File: src/rtl/lscn_pkg.sv
// Package for the line sensor calibrate/normalize block.
// Holds the sensor count, mode codes, control states, level and threshold constants, config indices
// and the lane command struct; no dependencies.
`timescale 1ns / 1ps
`default_nettype none
package lscn_pkg;

	localparam int NUM_SENSORS = 6;
	localparam int LEVEL_BITS = 10;
	localparam logic [LEVEL_BITS-1:0] LEVEL_FULL = 10'd1000;
	localparam int THR_BITS = 10;
	localparam logic [THR_BITS-1:0] WHITE_THR_RESET = 10'd1;
	localparam logic [THR_BITS-1:0] FLIP_THR_RESET = 10'd992;
	localparam int CFG_IDX_BITS = 1;
	localparam logic [CFG_IDX_BITS-1:0] CFG_WHITE_THR = 1'b0;
	localparam logic [CFG_IDX_BITS-1:0] CFG_FLIP_THR = 1'b1;

	typedef enum logic [2:0] {
		MODE_NOT_CAL = 3'd0,
		MODE_START   = 3'd1,
		MODE_CALIB   = 3'd2,
		MODE_STOP    = 3'd3,
		MODE_READY   = 3'd4
	} mode_t;

	typedef enum logic [1:0] {
		CTL_IDLE,
		CTL_WORK,
		CTL_HOLD
	} ctl_state_t;

	// one-cycle command from the control to every lane
	typedef struct packed {
		logic clear;
		logic track;
		logic norm;
	} lane_cmd_t;

endpackage
`default_nettype wire

File: src/rtl/lscn_divider.sv
// Restoring divider: one quotient bit per cycle, unsigned.
// No package dependency; all widths come from the parameters.
`timescale 1ns / 1ps
`default_nettype none
module lscn_divider #(
	parameter int NUM_BITS = 26,
	parameter int DEN_BITS = 16
) (
	input  wire                 clk,
	input  wire                 arst_n,
	input  wire                 start,
	input  wire [NUM_BITS-1:0]  numer,
	input  wire [DEN_BITS-1:0]  denom,
	output logic                busy,
	output logic [NUM_BITS-1:0] quot
);
	localparam int CNT_BITS = $clog2(NUM_BITS + 1);

	logic [NUM_BITS-1:0] num_q;
	logic [DEN_BITS:0]   rem_q;
	logic [DEN_BITS-1:0] den_q;
	logic [CNT_BITS-1:0] cnt_q;
	logic [DEN_BITS:0]   trial;
	logic [DEN_BITS:0]   diff;

	assign trial = {rem_q[DEN_BITS-1:0], num_q[NUM_BITS-1]};
	assign diff  = trial - {1'b0, den_q};
	assign busy  = (cnt_q != '0);

	always_ff @(posedge clk or negedge arst_n) begin
		if (!arst_n) begin
			cnt_q <= '0;
		end else if (start) begin
			cnt_q <= CNT_BITS'(NUM_BITS);
		end else if (busy) begin
			cnt_q <= cnt_q - 1'b1;
		end
	end

	always_ff @(posedge clk) begin
		if (start) begin
			num_q <= numer;
			den_q <= denom;
			rem_q <= '0;
			quot  <= '0;
		end else if (busy) begin
			num_q <= num_q << 1;
			if (!diff[DEN_BITS]) begin
				rem_q <= diff;
				quot  <= {quot[NUM_BITS-2:0], 1'b1};
			end else begin
				rem_q <= trial;
				quot  <= {quot[NUM_BITS-2:0], 1'b0};
			end
		end
	end
endmodule
`default_nettype wire

File: src/rtl/lscn_lane.sv
// One sensor lane: min/max tracking, level normalization with its own divider.
// Depends on lscn_pkg and lscn_divider.
`timescale 1ns / 1ps
`default_nettype none
module lscn_lane
	import lscn_pkg::*;
#(
	parameter int RAW_BITS = 16
) (
	input  wire                   clk,
	input  wire                   arst_n,
	input  lane_cmd_t             cmd,
	input  wire [RAW_BITS-1:0]    raw,
	output logic                  busy,
	output logic [LEVEL_BITS-1:0] level
);
	localparam int NUM_BITS = RAW_BITS + 10;

	logic [RAW_BITS-1:0]   min_q, max_q;
	logic [LEVEL_BITS-1:0] level_q;
	logic                  pend_q;
	logic                  div_start;
	logic [NUM_BITS-1:0]   numer, quot;
	logic [RAW_BITS-1:0]   span;
	logic                  div_busy;
	logic                  skip;

	// raw at or below min or inverted/zero span clamps to 0 without dividing
	assign span  = max_q - min_q;
	assign skip  = (max_q <= min_q) || (raw <= min_q);
	assign numer = NUM_BITS'(raw - min_q) * NUM_BITS'(LEVEL_FULL);
	assign div_start = cmd.norm && !skip;
	assign busy  = div_busy || div_start || pend_q;
	assign level = level_q;

	lscn_divider #(.NUM_BITS(NUM_BITS), .DEN_BITS(RAW_BITS)) u_div (
		.clk(clk), .arst_n(arst_n), .start(div_start),
		.numer(numer), .denom(span), .busy(div_busy), .quot(quot)
	);

	always_ff @(posedge clk or negedge arst_n) begin
		if (!arst_n) begin
			min_q   <= '1;
			max_q   <= '0;
			level_q <= '0;
			pend_q  <= 1'b0;
		end else begin
			if (cmd.clear) begin
				min_q   <= '1;
				max_q   <= '0;
				level_q <= '0;
			end
			if (cmd.track) begin
				if (raw < min_q) min_q <= raw;
				if (raw > max_q) max_q <= raw;
			end
			if (cmd.norm && skip) begin
				level_q <= '0;
			end
			if (div_start) begin
				pend_q <= 1'b1;
			end else if (pend_q && !div_busy) begin
				pend_q  <= 1'b0;
				level_q <= (quot > NUM_BITS'(LEVEL_FULL)) ? LEVEL_FULL
					: quot[LEVEL_BITS-1:0];
			end
		end
	end
endmodule
`default_nettype wire

File: src/rtl/lscn_merge.sv
// Merging stage: compares every lane level against the two thresholds.
// Depends on lscn_pkg.
`timescale 1ns / 1ps
`default_nettype none
module lscn_merge
	import lscn_pkg::*;
(
	input  wire [NUM_SENSORS-1:0][LEVEL_BITS-1:0] levels,
	input  wire [THR_BITS-1:0]                    white_thr,
	input  wire [THR_BITS-1:0]                    flip_thr,
	output logic                                  white_seen,
	output logic                                  flipped
);
	always_comb begin
		white_seen = 1'b0;
		flipped    = 1'b1;
		for (int i = 0; i < NUM_SENSORS; i++) begin
			if (levels[i] < white_thr) white_seen = 1'b1;
			if (levels[i] < flip_thr)  flipped    = 1'b0;
		end
	end
endmodule
`default_nettype wire

File: src/rtl/line_sensor_calibrate_normalize_core.sv
// Line sensor calibrate/normalize core: six lanes in parallel, each with its own divider.
// Outside ready mode a request passes the work and hold states into the output register; in ready
// mode the hold state also waits for the bit-serial divider in each lane. One request at a time:
// a new request is taken only when the control is idle and the previous result has been taken.
// Reset (asynchronous, active low): mode not_calibrated, min all ones, max and levels 0,
// thresholds 1 and 992.
`timescale 1ns / 1ps
`default_nettype none
module line_sensor_calibrate_normalize_core
	import lscn_pkg::*;
#(
	parameter int RAW_BITS = 16
) (
	input  wire         clk,
	input  wire         arst_n,
	input  wire         cfg_we,
	input  wire [0:0]   cfg_index,
	input  wire [9:0]   cfg_data,
	input  wire         in_valid,
	output logic        in_stall,
	input  wire [15:0]  raw_time_0,
	input  wire [15:0]  raw_time_1,
	input  wire [15:0]  raw_time_2,
	input  wire [15:0]  raw_time_3,
	input  wire [15:0]  raw_time_4,
	input  wire [15:0]  raw_time_5,
	input  wire         toggle_calibration,
	output logic        out_valid,
	input  wire         out_stall,
	output logic [9:0]  level_0,
	output logic [9:0]  level_1,
	output logic [9:0]  level_2,
	output logic [9:0]  level_3,
	output logic [9:0]  level_4,
	output logic [9:0]  level_5,
	output logic [2:0]  mode,
	output logic        white_seen,
	output logic        flipped
);
	ctl_state_t state_q, state_d;
	mode_t      mode_q, mode_d;
	logic [THR_BITS-1:0] white_thr_q, flip_thr_q;
	logic        accept;
	lane_cmd_t   cmd;
	logic [NUM_SENSORS-1:0] lane_busy;
	logic [NUM_SENSORS-1:0][LEVEL_BITS-1:0] levels;
	logic [NUM_SENSORS-1:0][15:0] raw_all;
	logic [NUM_SENSORS-1:0][RAW_BITS-1:0] raw_s1;
	logic [NUM_SENSORS-1:0][LEVEL_BITS-1:0] lvl_out_q;
	logic        white_d, flip_d, white_q, flip_q;
	logic        out_valid_q;
	logic        load_out;

	assign raw_all = {raw_time_5, raw_time_4, raw_time_3, raw_time_2, raw_time_1, raw_time_0};

	// take the request only when idle and the output register is free
	assign in_stall = (state_q != CTL_IDLE) || out_valid_q;
	assign accept   = in_valid && !in_stall;

	// config writes
	always_ff @(posedge clk or negedge arst_n) begin
		if (!arst_n) begin
			white_thr_q <= WHITE_THR_RESET;
			flip_thr_q  <= FLIP_THR_RESET;
		end else if (cfg_we) begin
			case (cfg_index)
				CFG_WHITE_THR: white_thr_q <= cfg_data;
				CFG_FLIP_THR:  flip_thr_q  <= cfg_data;
				default: ;
			endcase
		end
	end

	// capture the raw times for the lanes; lanes read them during the work state
	always_ff @(posedge clk) begin
		if (accept) begin
			for (int i = 0; i < NUM_SENSORS; i++) begin
				raw_s1[i] <= raw_all[i][RAW_BITS-1:0];
			end
		end
	end

	logic toggle_q;
	always_ff @(posedge clk or negedge arst_n) begin
		if (!arst_n) begin
			state_q  <= CTL_IDLE;
			mode_q   <= MODE_NOT_CAL;
			toggle_q <= 1'b0;
		end else begin
			state_q <= state_d;
			mode_q  <= mode_d;
			if (accept) toggle_q <= toggle_calibration;
		end
	end

	// WORK: issue the lane command for the current mode and pick the next mode.
	// HOLD: wait for the lane dividers, then load the output register.
	always_comb begin
		state_d  = state_q;
		mode_d   = mode_q;
		cmd      = '0;
		load_out = 1'b0;
		case (state_q)
			CTL_IDLE: begin
				if (accept) state_d = CTL_WORK;
			end
			CTL_WORK: begin
				state_d = CTL_HOLD;
				case (mode_q)
					MODE_START: begin
						cmd.clear = 1'b1;
						mode_d = MODE_CALIB;
					end
					MODE_CALIB: begin
						cmd.track = 1'b1;
						if (toggle_q) mode_d = MODE_STOP;
					end
					MODE_STOP: mode_d = MODE_READY;
					MODE_READY: begin
						cmd.norm = 1'b1;
						if (toggle_q) mode_d = MODE_START;
					end
					default: mode_d = toggle_q ? MODE_START : MODE_NOT_CAL;
				endcase
			end
			CTL_HOLD: begin
				if (lane_busy == '0) begin
					load_out = 1'b1;
					state_d  = CTL_IDLE;
				end
			end
			default: state_d = CTL_IDLE;
		endcase
	end

	for (genvar g = 0; g < NUM_SENSORS; g++) begin : g_lane
		lscn_lane #(.RAW_BITS(RAW_BITS)) u_lane (
			.clk(clk), .arst_n(arst_n), .cmd(cmd), .raw(raw_s1[g]),
			.busy(lane_busy[g]), .level(levels[g])
		);
	end

	lscn_merge u_merge (
		.levels(levels), .white_thr(white_thr_q), .flip_thr(flip_thr_q),
		.white_seen(white_d), .flipped(flip_d)
	);

	// output register: hold until taken downstream
	always_ff @(posedge clk or negedge arst_n) begin
		if (!arst_n) begin
			out_valid_q <= 1'b0;
		end else if (load_out) begin
			out_valid_q <= 1'b1;
		end else if (!out_stall) begin
			out_valid_q <= 1'b0;
		end
	end

	always_ff @(posedge clk) begin
		if (load_out) begin
			lvl_out_q <= levels;
			white_q   <= white_d;
			flip_q    <= flip_d;
		end
	end

	assign out_valid  = out_valid_q;
	assign level_0    = lvl_out_q[0];
	assign level_1    = lvl_out_q[1];
	assign level_2    = lvl_out_q[2];
	assign level_3    = lvl_out_q[3];
	assign level_4    = lvl_out_q[4];
	assign level_5    = lvl_out_q[5];
	assign mode       = mode_q;
	assign white_seen = white_q;
	assign flipped    = flip_q;

	// no request is taken while a result waits
	a_no_accept_busy: assert property (@(posedge clk) disable iff (!arst_n)
		out_valid_q |-> !accept) else $error("request taken while result pending");
	// a load leaves the control idle with a result waiting
	a_load_idle: assert property (@(posedge clk) disable iff (!arst_n)
		load_out |=> state_q == CTL_IDLE && out_valid_q) else $error("bad load");
	// the mode only moves in the work state
	a_mode_stable: assert property (@(posedge clk) disable iff (!arst_n)
		state_q != CTL_WORK |=> $stable(mode_q)) else $error("mode moved outside work");
endmodule
`default_nettype wire
File: config.mk
export PLATFORM = sky130hd
export DESIGN_NAME = line_sensor_calibrate_normalize_core
export DESIGN_NICKNAME = d
export VERILOG_FILES = /design/src/rtl/lscn_pkg.sv /design/src/rtl/lscn_divider.sv /design/src/rtl/lscn_lane.sv /design/src/rtl/lscn_merge.sv /design/src/rtl/line_sensor_calibrate_normalize_core.sv
export SDC_FILE = /design/constraint.sdc
export NUM_CORES = 2
export LEC_CHECK = 0
export ABC_AREA = 1
export BUFFER_PORTS_ARGS = -buffer_cell sky130_fd_sc_hd__buf_2
export CAP_MARGIN = 40
export CORE_UTILIZATION = 30
export CTS_CLUSTER_DIAMETER = 40
export CTS_CLUSTER_SIZE = 20
export DETAILED_ROUTE_END_ITERATION = 16
export GPL_TIMING_DRIVEN = 1
export HOLD_SLACK_MARGIN = 0.12
export MAX_ROUTING_LAYER = met4
export PLACE_DENSITY = 0.42
export SKIP_LAST_GASP = 1
export SYNTH_ARGS = -nofsm -noshare
export SYNTH_HDL_FRONTEND = slang
export SYNTH_HIERARCHICAL = 1
export SYNTH_SLANG_ARGS = --single-unit
File: constraint.sdc
create_clock -name clk -period 9.2 [get_ports clk]
set_clock_uncertainty 0.1 [all_clocks]
set_input_delay 1.84 -clock clk [delete_from_list [all_inputs] [get_ports clk]]
set_output_delay 1.84 -clock clk [all_outputs]
set_load 0.02 [all_outputs]
# ---- After elaboration in Yosys (flattened, before gate mapping)
# Index checks and enable logic that the tools add are counted.
dict set report word_totals {
  elab_cells 367
  n_memories 0
  romBits 0
  mem_bits_rw 0
  ff_bits 959
  output_inout_bits 67
  latch_bits 0
}
dict set report classes {
  n_bitwise 1
  n_div 0
  n_eq_ne 11
  add_sub_neg 24
  magnitude_cmp 42
  mul 6
  shift 0
  reduce_logical 78
  mux 131
}
# op n
set ops {}
lappend ops {{2-to-1 mux 16 bit} 42}
lappend ops {{2-to-1 mux 26 bit} 12}
lappend ops {{2-to-1 mux 10 bit} 30}
lappend ops {{<= comparator 16 bit} 12}
lappend ops {{> comparator 26 x 10 -> 1 bit (second input constant)} 6}
lappend ops {{multiplier 26 x 7 -> 23 bit (second input constant)} 6}
lappend ops {{< comparator 10 bit} 12}
lappend ops {{subtractor 16 x 16 -> 17 bit} 6}
lappend ops {{subtractor 17 x 16 -> 17 bit} 6}
lappend ops {{> comparator 16 bit} 6}
lappend ops {{< comparator 16 bit} 6}
lappend ops {{subtractor 16 bit} 6}
lappend ops {{2-to-1 mux 5 bit} 12}
lappend ops {{nonzero test 5 bit} 6}
lappend ops {{subtractor 5 x 1 -> 5 bit (second input constant)} 6}
lappend ops {{2-to-1 mux 1 bit} 28}
lappend ops {{nonzero test 2 bit} 13}
lappend ops {{logical AND 1 bit} 19}
lappend ops {{logical OR 1 bit} 19}
lappend ops {{zero test 1 bit} 13}
lappend ops {{one-hot mux 3 bit (4 select lines)} 1}
lappend ops {{OR reduction 5 bit} 2}
lappend ops {{2-to-1 mux 3 bit} 3}
lappend ops {{!= test 2 bit (second input constant)} 4}
lappend ops {{other kinds (13)} 17}

# ---- Longest topological paths before layout
dict set report logic_depth {
  depth_word 10
  depth_mapped 36
  mapped_depth_nobuf 36
}

# ---- Cells and area by module
# The synthesis kept the hierarchy.
# module area_each_um2 cells_per_inst instances seq_area_each_um2
set by_module_without_submodules {}
lappend by_module_without_submodules {lscn_divider 4759.6 614 6 2227.1}
lappend by_module_without_submodules {{lscn_lane (g_lane[0].u_lane ...)} 7320.8 1017 2 1096.1}
lappend by_module_without_submodules {{lscn_lane (g_lane[4].u_lane)} 7408.4 1025 1 1096.1}
lappend by_module_without_submodules {{lscn_lane (g_lane[2].u_lane)} 7319.5 1024 1 1096.1}
lappend by_module_without_submodules {{lscn_lane (g_lane[3].u_lane)} 7224.4 1013 1 1096.1}
lappend by_module_without_submodules {{lscn_lane (g_lane[5].u_lane)} 7205.7 995 1 1096.1}
lappend by_module_without_submodules {line_sensor_calibrate_normalize_core 5911.9 294 1 5427.7}
lappend by_module_without_submodules {lscn_merge 2513.7 371 1 0.0}

# ---- Worst setup path before layout
# Ideal clock, no wire load.
dict set report synth_timing {
  kind {register -> register}
  startpoint {register g_lane[5].u_lane.min_q[0]}
  endpoint {register g_lane[5].u_lane.u_div.num_q[25] (data pin)}
  required_ps 8847
  setup_ps 253
  slack_ps 3273
  period_less_slack_ps 5927
  arrival_time_ps 5575
  stages_incl_launch_ff 31
  cell_sequence {dfstp_2 -> ha_1 -> inv_1 -> fa_1 -> nand3_1 -> nand3_1 -> nand2_1 -> nand2_2 -> a21oi_1 -> o21bai_1 -> xnor2_1 -> inv_1 -> fa_1 -> inv_1 -> fa_1 -> inv_1 -> fa_1 -> inv_1 -> fa_1 -> inv_1 -> ha_1 -> nand2_1 -> nor3_1 -> nand2_1 -> nor3_1 -> nand3b_1 -> inv_1 -> nand3_1 -> nand2_1 -> nand2_1 -> nand2_1}
}
dict set report synth_via {
  elab_cells_between_ends 8
}
# element line_no
set synth_rtl {}
lappend synth_rtl {{from (decl)} lscn_lane.sv:19} ;# logic [RAW_BITS-1:0] min_q, max_q;
lappend synth_rtl {{from (signal assigned)} lscn_lane.sv:54} ;# if (raw < min_q) min_q <= raw;
lappend synth_rtl {{subtractor 16 x 16 -> 17 bit} lscn_lane.sv:31} ;# assign numer = NUM_BITS'(raw - min_q) * NUM_BITS'(LEVEL_FULL);
lappend synth_rtl {{multiplier 26 x 7 -> 23 bit} lscn_lane.sv:31}
lappend synth_rtl {{net g_lane[5].u_lane.numer[25]} lscn_lane.sv:23} ;# logic [NUM_BITS-1:0] numer, quot;
lappend synth_rtl {{2-to-1 mux 26 bit} lscn_divider.sv:41} ;# if (start) begin
lappend synth_rtl {{to (signal assigned)} lscn_divider.sv:42} ;# num_q <= numer;
lappend synth_rtl {{to (signal assigned)} lscn_divider.sv:47} ;# num_q <= num_q << 1;
lappend synth_rtl {{to (decl)} lscn_divider.sv:19} ;# logic [NUM_BITS-1:0] num_q;
# The timed path passes the listed nets, and every way through them passes these cells.
# A chain may end at the register's enable or synchronous reset.

# ---- Worst setup path in the final report
dict set report layout_timing {
  startpoint {register g_lane[0].u_lane.min_q[0]}
  endpoint {register g_lane[0].u_lane.u_div.num_q[25] (data pin)}
}
dict set report layout_via {
  elab_cells_between_ends 8
}
# element line_no
set layout_rtl {}
lappend layout_rtl {{from (decl)} lscn_lane.sv:19}
lappend layout_rtl {{from (signal assigned)} lscn_lane.sv:54}
lappend layout_rtl {{subtractor 16 x 16 -> 17 bit} lscn_lane.sv:31}
lappend layout_rtl {{multiplier 26 x 7 -> 23 bit} lscn_lane.sv:31}
lappend layout_rtl {{net g_lane[0].u_lane.numer[25]} lscn_lane.sv:23}
lappend layout_rtl {{2-to-1 mux 26 bit} lscn_divider.sv:41}
lappend layout_rtl {{to (signal assigned)} lscn_divider.sv:42}
lappend layout_rtl {{to (signal assigned)} lscn_divider.sv:47}
lappend layout_rtl {{to (decl)} lscn_divider.sv:19}
# The timed path passes the listed nets, and every way through them passes these cells.

==> metrics.cfg <==
[setup_path]
crit_top_cell = nand2_1
reg2reg_depth = 31
cp_slowest_cell = fa_1
slowest_delay_ns = 0.55
reg2reg_from = g_lane[0].u_lane/min_q[0]$_DFF_PN1_
critPathCaptureType = flop
cp_data_arrival_time_ns = 7.14
required_ns = 9.69
rrSetupSlack_ns = 2.54
crit_fanout = 5
r2r-end = g_lane[0].u_lane/u_div/num_q[25]$_DFFE_PP_
start_kind = flop
crit_type = flop to flop

[routing]
wl_per_cell_um = 15.4
first_pass_iters = 7
drc = 0
drt_iter0_drc = 3003
vias_per_cell = 4.51
totalWireLength_mm = 223
ant_nets = 0
vias = 65300

[synth]
synth_edf_count = 410
synth_flop_cell = edfxtp_1
ys_seq_area_share_pct = 31.4
yosys-top-cells-area = edfxtp_1 15%, nand2_1 13%, ha_1 12%
synth_area_um2 = 80800
async_flop_share_pct = 32.2
synth_common_cells = 2,708 x nand2_1, 2,129 x inv_1, 774 x ha_1
yosys_warnings = 6
yosysMostFrequentCell = nand2_1
netlist_instances = 10400
avgSynthCellArea_um2 = 7.74
synth_top_area_share_pct = 15.2
synth.largest_area_cell = edfxtp_1
yosysUniqueCellTypes = 63
ys_seq_elements = 977

[flow_run]
drv_cap = 0

[floorplan]
start_util_pct = 30.2
pin_count = 180
rows = 190
coreArea_um2 = 268000
dieWidth_um = 521
die-area_um2 = 271000
fp.dieH_um = 521

[global_routing]
track_usage_pct = 17.0
grt_max_degree = 102
antenna_found_initial = 9
grt-ovfl-total = 0
grt_pass1_vias = 66100
grt_pass1_wl_mm = 361

[sta]
slew_violations = 0
rsz0062_at_grt = no
setup_viol = 0
tns_ns = 0
timing.slew.headroom_pct = 40.6
hold_violations = 0
period_share_pct = 72.4
fmax_ghz = 0.150
tightestPinTransition_ns = 0.892
period_minus_slack_ns = 6.66

[cts]
clk_latency_ns = 0.90
cts_root_buf = clkbuf_16
cts_max_level = 4
cts_inserted_buffers = 231
postCtsSetupBuffers = 0
clock-sinks = 977
path_clk_slew_ns = 0.05
ctsResizeCount = 0
hold_buffers = 0
cts_tree = done
clockBufferDepth = 4

[layout]
final_cells = 14500
multiInputGateArea_um2 = 46200
n_fill_cell = 28100
seqCellArea_um2 = 25400
final_net_count = 12000
area_delta_synth_final_pct = 16.6
drive_gt1_share_pct = 10.9

[placed_design]
gp_congestion = 0.885
dp.final_hpwl_mm = 175
io_buffers = 179
placedCellCount = 14000

[hold_path]
min_path_cells = 2
hold_end = g_lane[1].u_lane/u_div/quot[25]$_SDFFE_PP0P_
hold_class = flop to flop
hold_start = g_lane[1].u_lane/u_div/quot[25]$_SDFFE_PP0P_

[status]
status = finished, final reports clean

-- stage by stage --
stage	setup WS, ns	util (%)	hold slack, ns	area (um2)
after global placement	2.65	31.9	0.345	85500
after global routing	1.98	35.2	0.389	94200
after CTS	2.54	35.1	0.365	94200
final	2.54	35.2	0.359	94200
after floorplan	3.27	-	0.329	80800
after detailed placement	2.59	32.0	0.351	85700
-- how the worst max path moves through the flow --
stage,endpoint,cells past startpoint,startpoint
6_report,g_lane[0].u_lane/u_div/num_q[25]$_DFFE_PP_,31,g_lane[0].u_lane/min_q[0]$_DFF_PN1_
5_1_grt,g_lane[0].u_lane/u_div/num_q[25]$_DFFE_PP_,31,g_lane[0].u_lane/min_q[0]$_DFF_PN1_
4_1_cts,g_lane[0].u_lane/u_div/num_q[25]$_DFFE_PP_,31,g_lane[0].u_lane/min_q[0]$_DFF_PN1_
3_5_place_dp,g_lane[0].u_lane/u_div/num_q[25]$_DFFE_PP_,31,g_lane[0].u_lane/min_q[0]$_DFF_PN1_
3_3_place_gp,g_lane[1].u_lane/u_div/num_q[25]$_DFFE_PP_,31,g_lane[1].u_lane/min_q[0]$_DFF_PN1_
2_1_floorplan,g_lane[5].u_lane/u_div/num_q[25]$_DFFE_PP_,30,g_lane[5].u_lane/min_q[0]$_DFF_PN1_
-- critical path, delay by kind of cell, from the launching register on --
family,cells,cell delay [ns]
AOI/OAI and AO/OA,2,0.32
adders and majority gates,7,3.05
buffers and inverters,5,0.31
DFF,1,0.54
and+or+nand+nor,17,2.04
-- sequential cells by signal (all words and copies together), names as in the netlist, 30 cells and up --
name                       count
g_lane.u_lane/u_div/rem_q     96
g_lane.u_lane/u_div/num_q    156
raw_s1                        96
g_lane.u_lane/u_div/cnt_q     30
g_lane.u_lane/u_div/den_q     96
g_lane.u_lane/max_q           96
g_lane.u_lane/min_q           96
g_lane.u_lane/u_div/quot     156
g_lane.u_lane/level           60
-- cells in the final DEF (no fill, tap or decap), types with 63 or more instances in the layout --
master	instances
xnor2_1	105
o22ai_1	150
nand2_2	128
buf_2	178
ha_1	774
nand4_1	81
a31oi_1	64
clkbuf_16	242
nor2_1	576
dfrtp_1	213
nand3_1	615
o21ai_0	331
nand3_2	88
nand2_1	2708
dfstp_2	102
xor2_1	210
inv_1	2128
inv_2	63
dfxtp_1	252
a21oi_1	410
fa_1	342
edfxtp_1	410
-- cell families after synthesis --
group                    Yosys count  share of synthesized area, %
buffers and inverters           2384                          11.5
other                              6                        0.0279
flip-flops                       977                          31.4
adder cells (fa/ha/maj)         1116                          20.5
AND/OR/NAND/NOR                 4436                          24.1
AO/OA/AOI/OAI                   1184                          8.54
XOR/XNOR                         337                          3.96
-- area by class of cell --
class	count	share of cell area, %
flip-flops and latches	977	26.9
well taps	3552	4.72
inverters	2199	8.77
diodes	7	0.0186
clock inverters	156	2.19
repair buffers	228	1.57
multi-input cells	7091	49.0
clock buffers	280	6.75
-- metal layers --
| metal | vias to the layer above | GRT usage (%) | share of wire, % |
|---|---|---|---|
| met1 | 30500 | 21.7 | 47 |
| li1 | 33700 | - | - |
| met3 | 325 | 1.80 | 2.9 |
| met4 | 0 | 4.92 | 2.6 |
| met2 | 847 | 28.3 | 47 |
| met5 | - | - | 0 |
Power is not shown: default switching activity piles up to over one toggle a cycle in this logic, so the estimate is an artifact.
